[config.mk]
export PLATFORM = sky130hd
export DESIGN_NAME = modular_exponentiation
export DESIGN_NICKNAME = d
export VERILOG_FILES = /design/src/rtl/mexp_pkg.sv /design/src/rtl/mexp_mulmod.sv /design/src/rtl/mexp_seq.sv /design/src/rtl/modular_exponentiation.sv
export SDC_FILE = /design/constraint.sdc
export NUM_CORES = 2
export LEC_CHECK = 0
export ABC_AREA = 1
export BUFFER_PORTS_ARGS = -buffer_cell sky130_fd_sc_hd__buf_2
export CORE_MARGIN = 5
export CORE_UTILIZATION = 35
export DETAILED_ROUTE_END_ITERATION = 6
export PLACE_DENSITY_LB_ADDON = 0.15
export SYNTH_ARGS = -nofsm -noshare
export SYNTH_HDL_FRONTEND = slang
export SYNTH_SLANG_ARGS = --single-unit
[constraint.sdc]
create_clock -name clk_i -period 19.45 [get_ports clk_i]
set_input_delay 0.9725 -clock clk_i [delete_from_list [all_inputs] [get_ports clk_i]]
set_output_delay 0.9725 -clock clk_i [all_outputs]
set_load 0.02 [all_outputs]
[src/rtl/mexp_pkg.sv]
// Shared types, constants and microcode ROM for the modular exponentiation block.
package mexp_pkg;

  localparam int unsigned EXP_BITS = 31;
  localparam int unsigned CNT_W    = $clog2(EXP_BITS + 1);
  localparam int unsigned RES_W    = 30;
  localparam int unsigned EXPO_W   = 31;

  localparam logic [RES_W-1:0] PRIME    = 30'd1000000007;
  // floor(2^60 / PRIME), Barrett constant
  localparam logic [30:0]      BARRETT_MU = 31'd1152921496;

  typedef logic [2:0] step_t;

  localparam step_t STEP_WAIT = 3'd0;
  localparam step_t STEP_TEST = 3'd1;
  localparam step_t STEP_BIT  = 3'd2;
  localparam step_t STEP_MUL  = 3'd3;
  localparam step_t STEP_SQR  = 3'd4;
  localparam step_t STEP_DONE = 3'd5;

  typedef enum logic [2:0] {
    COND_NEXT,
    COND_ALWAYS,
    COND_BUSY,
    COND_FIN,
    COND_BIT_CLR
  } cond_e;

  typedef enum logic {
    DEST_ACC,
    DEST_PW
  } dest_e;

  typedef struct packed {
    cond_e cond;
    step_t target;
    logic  mul;
    logic  sqr;
    logic  finish;
  } ucode_t;

  typedef struct packed {
    logic mul;
    logic sqr;
    logic finish;
  } ctrl_t;

  typedef struct packed {
    logic fin;
    logic bit0;
    logic mul_busy;
  } stat_t;

  function automatic ucode_t ucode_rom(input step_t s);
    ucode_t w;
    w = '{cond: COND_NEXT, target: STEP_WAIT, mul: 1'b0, sqr: 1'b0, finish: 1'b0};
    case (s)
      STEP_WAIT: w.cond = COND_BUSY;
      STEP_TEST: begin
        w.cond   = COND_FIN;
        w.target = STEP_DONE;
      end
      STEP_BIT: begin
        w.cond   = COND_BIT_CLR;
        w.target = STEP_SQR;
      end
      STEP_MUL: w.mul = 1'b1;
      STEP_SQR: begin
        w.sqr    = 1'b1;
        w.cond   = COND_ALWAYS;
        w.target = STEP_WAIT;
      end
      STEP_DONE: w.finish = 1'b1;
      default: begin
        w.cond   = COND_ALWAYS;
        w.target = STEP_WAIT;
      end
    endcase
    return w;
  endfunction

endpackage

[src/rtl/mexp_mulmod.sv]
// Six-stage pipelined 30x30 multiplier with Barrett reduction modulo the prime.
module mexp_mulmod (
  input  logic                       clk_i,
  input  logic                       rst_ni,
  input  logic                       valid_i,
  input  logic [mexp_pkg::RES_W-1:0] a_i,
  input  logic [mexp_pkg::RES_W-1:0] b_i,
  input  mexp_pkg::dest_e            dest_i,
  output logic                       valid_o,
  output logic [mexp_pkg::RES_W-1:0] res_o,
  output mexp_pkg::dest_e            dest_o,
  output logic                       busy_o
);

  logic [5:0]            v_q;
  mexp_pkg::dest_e       dest_q [6];
  logic [59:0]           prod_q;
  logic [61:0]           est_q;
  logic [31:0]           x1_q, x2_q;
  logic [31:0]           qp_q;
  logic [31:0]           r3_q;
  logic [30:0]           r4_q;
  logic [29:0]           r5_q;
  logic [30:0]           quot;
  logic [31:0]           r3_d;
  logic [29:0]           r5_d;

  assign quot = est_q[61:31];
  assign r3_d = x2_q - qp_q;                        // true remainder < 3P < 2^32
  assign r5_d = (r4_q >= 31'(mexp_pkg::PRIME)) ? 30'(r4_q - 31'(mexp_pkg::PRIME))
                                                 : r4_q[29:0];

  always_ff @(posedge clk_i or negedge rst_ni) begin
    if (!rst_ni) begin
      v_q <= '0;
    end else begin
      v_q <= {v_q[4:0], valid_i};
    end
  end

  always_ff @(posedge clk_i) begin
    dest_q[0] <= dest_i;
    for (int i = 1; i < 6; i++) begin
      dest_q[i] <= dest_q[i-1];
    end
    prod_q <= 60'(a_i) * 60'(b_i);
    est_q  <= 62'(prod_q[59:29]) * 62'(mexp_pkg::BARRETT_MU);
    x1_q   <= prod_q[31:0];
    qp_q   <= 32'(64'(quot) * 64'(mexp_pkg::PRIME));
    x2_q   <= x1_q;
    r3_q   <= r3_d;
    r4_q   <= (r3_q >= 32'(mexp_pkg::PRIME)) ? 31'(r3_q - 32'(mexp_pkg::PRIME))
                                               : r3_q[30:0];
    r5_q   <= r5_d;
  end

  assign valid_o = v_q[5];
  assign res_o   = r5_q;
  assign dest_o  = dest_q[5];
  assign busy_o  = |v_q;

endmodule

[src/rtl/mexp_seq.sv]
// Microcode sequencer: step counter, control ROM and conditional jumps.
module mexp_seq (
  input  logic            clk_i,
  input  logic            rst_ni,
  input  logic            start_i,
  input  mexp_pkg::stat_t stat_i,
  output logic            accept_o,
  output logic            busy_o,
  output mexp_pkg::ctrl_t ctrl_o
);

  logic              busy_q, busy_d;
  mexp_pkg::step_t   step_q, step_d;
  mexp_pkg::ucode_t  word;
  logic              take;

  assign word     = mexp_pkg::ucode_rom(step_q);
  assign accept_o = start_i & ~busy_q;
  assign busy_o   = busy_q;

  always_comb begin
    case (word.cond)
      mexp_pkg::COND_NEXT:    take = 1'b0;
      mexp_pkg::COND_ALWAYS:  take = 1'b1;
      mexp_pkg::COND_BUSY:    take = stat_i.mul_busy;
      mexp_pkg::COND_FIN:     take = stat_i.fin;
      mexp_pkg::COND_BIT_CLR: take = ~stat_i.bit0;
      default:                take = 1'b0;
    endcase
  end

  always_comb begin
    busy_d = busy_q;
    step_d = step_q;
    if (!busy_q) begin
      if (start_i) begin
        busy_d = 1'b1;
        step_d = mexp_pkg::STEP_WAIT;
      end
    end else if (word.finish) begin
      busy_d = 1'b0;
      step_d = mexp_pkg::STEP_WAIT;
    end else begin
      step_d = take ? word.target : step_q + 3'd1;
    end
  end

  always_ff @(posedge clk_i or negedge rst_ni) begin
    if (!rst_ni) begin
      busy_q <= 1'b0;
      step_q <= mexp_pkg::STEP_WAIT;
    end else begin
      busy_q <= busy_d;
      step_q <= step_d;
    end
  end

  assign ctrl_o.mul    = busy_q & word.mul;
  assign ctrl_o.sqr    = busy_q & word.sqr;
  assign ctrl_o.finish = busy_q & word.finish;

endmodule

[src/rtl/modular_exponentiation.sv]
// Top level: base^exponent mod 1000000007 by right-to-left square-and-multiply.
// Each exponent bit up to the highest set bit costs a round trip through the 6-stage modular
// multiplier; for a set bit the multiply and the square enter it back to back.
// Throughput: one request at a time; busy_o is high from acceptance to the result.
// Reset (rst_ni, async, active low) idles the sequencer and clears done_o.
// done_o marks residue_o for exactly one cycle; the receiver cannot stall.
module modular_exponentiation (
  input  logic                        clk_i,
  input  logic                        rst_ni,
  input  logic                        start_i,
  output logic                        busy_o,
  input  logic [mexp_pkg::RES_W-1:0]  base_i,
  input  logic [mexp_pkg::EXPO_W-1:0] exponent_i,
  output logic                        done_o,
  output logic [mexp_pkg::RES_W-1:0]  residue_o
);

  // Datapath registers: running result, current power, remaining exponent, bit count
  logic [mexp_pkg::RES_W-1:0]  acc_q;
  logic [mexp_pkg::RES_W-1:0]  pw_q;
  logic [mexp_pkg::EXPO_W-1:0] ex_q;
  logic [mexp_pkg::CNT_W-1:0]  cnt_q;
  logic                        done_q;
  logic [mexp_pkg::RES_W-1:0]  residue_q;

  logic                        accept;
  mexp_pkg::ctrl_t             ctrl;
  mexp_pkg::stat_t             stat;

  logic                        mm_valid;
  logic [mexp_pkg::RES_W-1:0]  mm_res;
  mexp_pkg::dest_e             mm_dest;
  logic                        mm_busy;
  logic [mexp_pkg::RES_W-1:0]  base_red;

  // base < 2^30 < 2P, so one conditional subtract reduces it
  assign base_red = (base_i >= mexp_pkg::PRIME) ? base_i - mexp_pkg::PRIME : base_i;

  // Scan ends when the bit count runs out or no set bits remain
  assign stat.fin      = (cnt_q == '0) | (ex_q == '0);
  assign stat.bit0     = ex_q[0];
  assign stat.mul_busy = mm_busy;

  mexp_seq u_seq (
    .clk_i    (clk_i),
    .rst_ni   (rst_ni),
    .start_i  (start_i),
    .stat_i   (stat),
    .accept_o (accept),
    .busy_o   (busy_o),
    .ctrl_o   (ctrl)
  );

  // Multiply step issues acc*pw, square step issues pw*pw; both read the old power
  mexp_mulmod u_mulmod (
    .clk_i   (clk_i),
    .rst_ni  (rst_ni),
    .valid_i (ctrl.mul | ctrl.sqr),
    .a_i     (ctrl.mul ? acc_q : pw_q),
    .b_i     (pw_q),
    .dest_i  (ctrl.sqr ? mexp_pkg::DEST_PW : mexp_pkg::DEST_ACC),
    .valid_o (mm_valid),
    .res_o   (mm_res),
    .dest_o  (mm_dest),
    .busy_o  (mm_busy)
  );

  always_ff @(posedge clk_i) begin
    if (accept) begin
      acc_q <= mexp_pkg::RES_W'(1);
      pw_q  <= base_red;
      ex_q  <= exponent_i;
      cnt_q <= mexp_pkg::CNT_W'(mexp_pkg::EXP_BITS);
    end else begin
      if (ctrl.sqr) begin
        ex_q  <= ex_q >> 1;
        cnt_q <= cnt_q - mexp_pkg::CNT_W'(1);
      end
      if (mm_valid) begin
        if (mm_dest == mexp_pkg::DEST_PW) begin
          pw_q <= mm_res;
        end else begin
          acc_q <= mm_res;
        end
      end
    end
    if (ctrl.finish) begin
      residue_q <= acc_q;
    end
  end

  always_ff @(posedge clk_i or negedge rst_ni) begin
    if (!rst_ni) begin
      done_q <= 1'b0;
    end else begin
      done_q <= ctrl.finish;
    end
  end

  assign done_o    = done_q;
  assign residue_o = residue_q;

endmodule

* Word-level counts from Yosys, hierarchy flattened
Memories as Yosys holds them, arrays and structs flattened.
Index checks and enable logic that the tools add are counted.
** Cells by class
- Order comparisons :: 3
- Multiply operators :: 3
- Reduce and logical (&&, ||, !) cells :: 11
- Add/subtract/negate cells :: 6
- Equal/unequal tests :: 9
- Bitwise operators :: 9
- Multiplexer cells :: 23
** Operators by type and width (number)
- 30-bit two-way mux :: 6
- 31-bit two-way mux :: 3
- 30-bit by 30-bit multiplier with 60-bit output :: 1
- 30-bit subtractor (second input constant) :: 2
- 31-bit by 28-bit multiplier with 59-bit output (second input constant) :: 1
- 32-bit by 30-bit >= comparator with 1-bit output (second input constant) :: 1
- 31-bit by 30-bit multiplier with 32-bit output (second input constant) :: 1
- 32-bit subtractor :: 1
- 31-bit by 30-bit >= comparator with 1-bit output (second input constant) :: 1
- 31-bit logical NOT :: 1
- 31-bit by 30-bit subtractor with 31-bit output (second input constant) :: 1
- 30-bit >= comparator (second input constant) :: 1
- 3-bit by 2-bit == test with 1-bit output (second input constant) :: 4
- 3-bit two-way mux :: 4
- 3-bit case mux with 4 select lines :: 1
- 3-bit == test (second input constant) :: 3
- 2-bit nonzero test :: 4
- 1-bit two-way mux :: 7
- 3-bit by 1-bit == test with 1-bit output (second input constant) :: 2
- 3-bit case mux with 2 select lines :: 1
- 6-bit OR reduction :: 1
- 5-bit logical NOT :: 1
- 5-bit by 1-bit subtractor with 5-bit output (second input constant) :: 1
- 1-bit AND :: 4
- 7 further kinds :: 11
** Storage, ports and cells
- Output and inout bits :: 32
- Register bits after elaboration :: 445
- Memory bits (writable) :: 6
- Logic and storage cells :: 82
- Memories :: 1
- Bits of input ports :: 64
** Memories
- u_mulmod.dest_q :: depth 6, width 1, read ports 6, clocked after Yosys merged registers in 0, write ports 6, RTL line mexp_mulmod.sv:16 : mexp_pkg::dest_e dest_q [6];

* Depth between registers and ports, before layout
- Depth in word-level cells :: 8
- Mapped depth :: 38
- Depth with buffers taken out :: 36

* Hierarchy
A second synthesis with hierarchy kept.
** Second synthesis, totals
- Cells, all modules :: 8905
- Area, all modules :: 71190.8 µm²
** Modules (own cells, without submodules)
- mexp_mulmod :: area each 64195.3 µm², seq. area each 5875.6 µm², times used 1, cells an instance 7977
- modular_exponentiation :: area each 6593.8 µm², seq. area each 3458.3 µm², times used 1, cells an instance 865
- mexp_seq :: area each 401.6 µm², seq. area each 100.1 µm², times used 1, cells an instance 63

* Least setup slack after synthesis
OpenSTA, ideal clock, no wires.
- Path type :: register -> register
- From :: reg u_seq.step_q[0]
- To :: reg u_mulmod.prod_q[49]
- Period minus slack after synthesis :: 7.512 ns
- Required time :: 19.328 ns
- Slack :: 11.938 ns
- Stages on the path, launching flop included :: 32
- Buffers on the path :: 3
- Library setup time :: 0.122 ns
- Data arrival time :: 7.390 ns
- Path through :: dfrtp_1 ha_1 ha_1 nand2_1 inv_1 buf_2 buf_4 a21oi_2 buf_2 nor2_1 fa_1 fa_1 fa_1 inv_1 fa_1 inv_1 fa_1 inv_1 fa_1 inv_1 fa_1 inv_1 fa_1 inv_1 ha_1 a21oi_1 o21ai_0 o21bai_1 or2_2 nand2_1 nand3_1 xor2_1
** On the way
- Longest elaborated chain between the ends :: 5
** RTL lines
- start, declared :: RTL line mexp_seq.sv:13 : mexp_pkg::step_t step_q, step_d;
- start signal, assigned :: RTL line mexp_seq.sv:51 : step_q <= mexp_pkg::STEP_WAIT;
- start signal, assigned :: RTL line mexp_seq.sv:54 : step_q <= step_d;
- 3-bit by 2-bit == test with 1-bit output :: RTL line mexp_pkg.sv:58 : case (s)
- 1-bit two-way mux :: RTL line mexp_pkg.sv:58
- 1-bit AND :: RTL line mexp_seq.sv:58 : assign ctrl_o.mul = busy_q & word.mul;
- 30-bit two-way mux :: RTL line modular_exponentiation.sv:59 : .a_i (ctrl.mul ? acc_q : pw_q),
- 30-bit by 30-bit multiplier with 60-bit output :: RTL line mexp_mulmod.sv:46 : prod_q <= 60'(a_i) * 60'(b_i);
- end signal, assigned :: RTL line mexp_mulmod.sv:46
- end, declared :: RTL line mexp_mulmod.sv:17 : logic [59:0] prod_q;
No other way between the ends.
A chain may end at the register's enable or synchronous reset.

* Worst setup path in the final report
- From :: reg u_seq.step_q[0]
- To :: reg u_mulmod.prod_q[58]
The elaborated chain is that of the path after synthesis.

==> metrics.md <==
| Metric | Value |
|---|---|
| Final WL | `~240 mm` |
| # Post-CTS Setup Buffers | `0` |
| Per-cell routed wire length | `21.8 um` |
| CTS Buf Count | `48` |
| Worst-path fanout max | `33` |
| Hold buffers post-CTS | `0` |
| Layout cell share with drive strength beyond 1 | `0.0418` |
| Clk_lat worst skew | `roughly 0.67 ns` |
| Top cell family by delay on the critical path | `adder cells` |
| CP startpoint | `u_seq.step_q[0]` |
| First-pass GRT wire length | `364 mm` |
| Synthesis-to-layout area growth | `7.75%` |
| Worst path bufs/invs | `11` |
| CTS resizes | `0` |
| GRT Total Usage | `0.235` |
| H-tree levels | `2` |
| # DRC | `0` |
| Clock Skew | `roughly 0.057 ns` |
| Die area | `a little over 200000 sq um` |
| Initial Util | `0.351` |
| Top-count cell post-synth | `inv_1` |
| Final ANT Viol Nets | `0` |
| Vias in the first global route | `~58000` |
| Worst min-delay path class | `input pin to async pin` |
| Worst R2R Setup Slack | `around 9.3 ns` |
| Iter 0 DRT Violations | `between 3000 and 4000` |
| Vias per std cell | `4.89` |
| TritonCTS clock tree | `built` |
| Clock Path Buffers | `3` |
| Syn Inst Count | `approximately 8300` |
| Worst EP arrival | `between 10 and 15 ns` |
| Row count | `between 150 and 200` |
| Critical Path Most Common Cell | `inv_1` |
| Top cell type by total area after synthesis | `fa_1` |
| Run status | `finished clean` |
| Final hold violation count | `0` |
| Synth Net Count | `approximately 10000` |
| Critical path capture point type | `flop` |
| Cell variety after synth | `between 60 and 70` |
| Slew Viols, Final | `0` |
| Die Ht | `between 400 and 500 um` |
| Register bit total from synthesis | `423` |
| Reg-to-reg critical path endpoint | `u_mulmod.prod_q[58]` |
| Sequential share of the synthesized area | `0.137` |
| HPWL after DPL | `approximately 200 mm` |
| Synth cell count leaders | `1962 x inv_1, 1422 x nand2_1, 1224 x fa_1, 980 x nor2_1, 802 x ha_1` |
| CP Launch Type | `flop` |
| Min Clock Period, post-route | `between 10 and 15 ns` |
| Drt pass-1 iters | `6` |
| Syn. warnings | `0` |
| Worst-Margin Slew | `between 1 and 1.5 ns` |
| Die W | `~450 um` |
| Critical Path Stages | `35` |
| Synth top area cells | `fa_1 36%, ha_1 15%, inv_1 11%` |
| Reg2Reg Depth | `35` |
| Slew Limit Headroom | `0.0910` |
| CTS sink cnt | `approximately 420` |
| Total negative slack | `0 ns` |
| Initial antenna violation count | `7` |
| Fin crit share | `0.523` |
| Max cap viols | `0` |
| Grt ovf | `0` |
| Worst path max stage delay | `slightly above 1 ns` |
| R2r startpoint | `u_seq.step_q[0]` |
| Yosys top cell area share | `0.355` |
| CP Class | `flop to flop` |
| CP max-delay cell | `o21ai_2` |
| Ports | `96` |
| Clk slew on worst S/H paths | `0.06 ns` |
| Ys async rst share | `0.0260` |
| RSZ-0062 raised after global routing | `false` |
| Top_reg_cell synth | `dfxtp_1` |
| Vias | `between 50000 and 60000` |
| Setup violators final | `0` |
| Post-synth EDFFs | `91` |
| Worst EP required | `19.98 ns` |
| Mapped Area | `between 60000 and 70000 sq um` |
| Fmax | `approximately 98 MHz` |
| Core Footprint | `roughly 200000 sq um` |
| Fillers | `between 20000 and 25000` |
| Largest net degree at the start of global routing | `80` |
| Port buffer count | `95` |
| Routability congestion estimate | `0.917` |
| Post-layout nets | `10424` |
| Root buf cell | `clkbuf_16` |
| Synth Area per Inst | `just over 8 sq um` |
worst register-to-register path, delay by kind of cell, from the launching register on:
family          cells  cell delay [ns]
compound gates      1             1.02
fa+ha+maj          11             4.48
buf+inv            11             2.14
flops               1             0.43
simple gates       12             2.00
routing by layer:
metal  share of wire  routed length (um)  track usage
met1            0.43              102000        0.309
met2            0.48              115000        0.400
met3           0.058               13900       0.0312
met4           0.040                9730       0.0793
met5        0.000058                  14            0
state kept, by name, indices dropped and copies added, names as in the netlist, 31 cells and up:
signal and count:
u_mulmod.qp_q 32, u_mulmod.x1_q 32, u_mulmod.est_q 31, u_mulmod.r4_q 31
u_mulmod.prod_q 60, ex_q 31, u_mulmod.r3_q 32, u_mulmod.x2_q 32
cell type report:
type | instances | area [sq um] | share of cell area
sequential | 423 | 9430 | 0.127
inverter | 1993 | 7490 | 0.101
antenna | 1 | 2.50 | 0.0000337
tap | 2640 | 3300 | 0.0444
clock buffer | 62 | 1380 | 0.0185
clock inverter | 28 | 372 | 0.00500
multi-input combinational | 5693 | 51300 | 0.690
timing repair buffer | 175 | 1080 | 0.0145
placed cells by master, fill, tap and decap left out, drive strengths merged, types with 45 or more instances in the layout:
cell type  count
nor3          62
nand4         65
nor2         988
xor2         139
nand2       1442
nand3        224
edfxtp        91
buf          175
dfxtp        321
inv         1988
a21oi        280
ha           802
clkbuf        62
fa          1224
o21ai        248
o21bai        45
cell families after synthesis:
kind of cell / count (synthesis) / synth area share
flip-flops: 423 / 0.137
adder cells (fa/ha/maj): 2026 / 0.501
XOR/XNOR: 181 / 0.0231
AND/OR/NAND/NOR: 2822 / 0.165
buffers and inverters: 2179 / 0.121
AO/OA/AOI/OAI: 664 / 0.0540
worst max-delay path by stage:
stage	endpoint	slack [ns]
after floorplan	u_mulmod.prod_q[49]	11.94
after global routing	u_mulmod.prod_q[58]	8.87
final	u_mulmod.prod_q[58]	9.28
after global placement	u_mulmod.prod_q[58]	9.41
after CTS	u_mulmod.prod_q[58]	9.38
after detailed placement	u_mulmod.prod_q[58]	9.40
per-stage QoR:
stage,setup slack [ns],instance area (sq um),cells,util,hold slack [ns]
floorplan,11.94,69000,8295,-,0.310
global placement,9.41,72600,10924,0.369,0.311
finish,9.28,74300,11015,0.378,0.205
detailed placement,9.40,72600,10924,0.369,0.312
CTS,9.38,74300,11014,0.378,0.161
global route,8.87,74300,11015,0.378,0.188
Power is left out: the tool's default activity adds up to more than one toggle a clock period on the data nets, which glitch-free logic cannot reach.
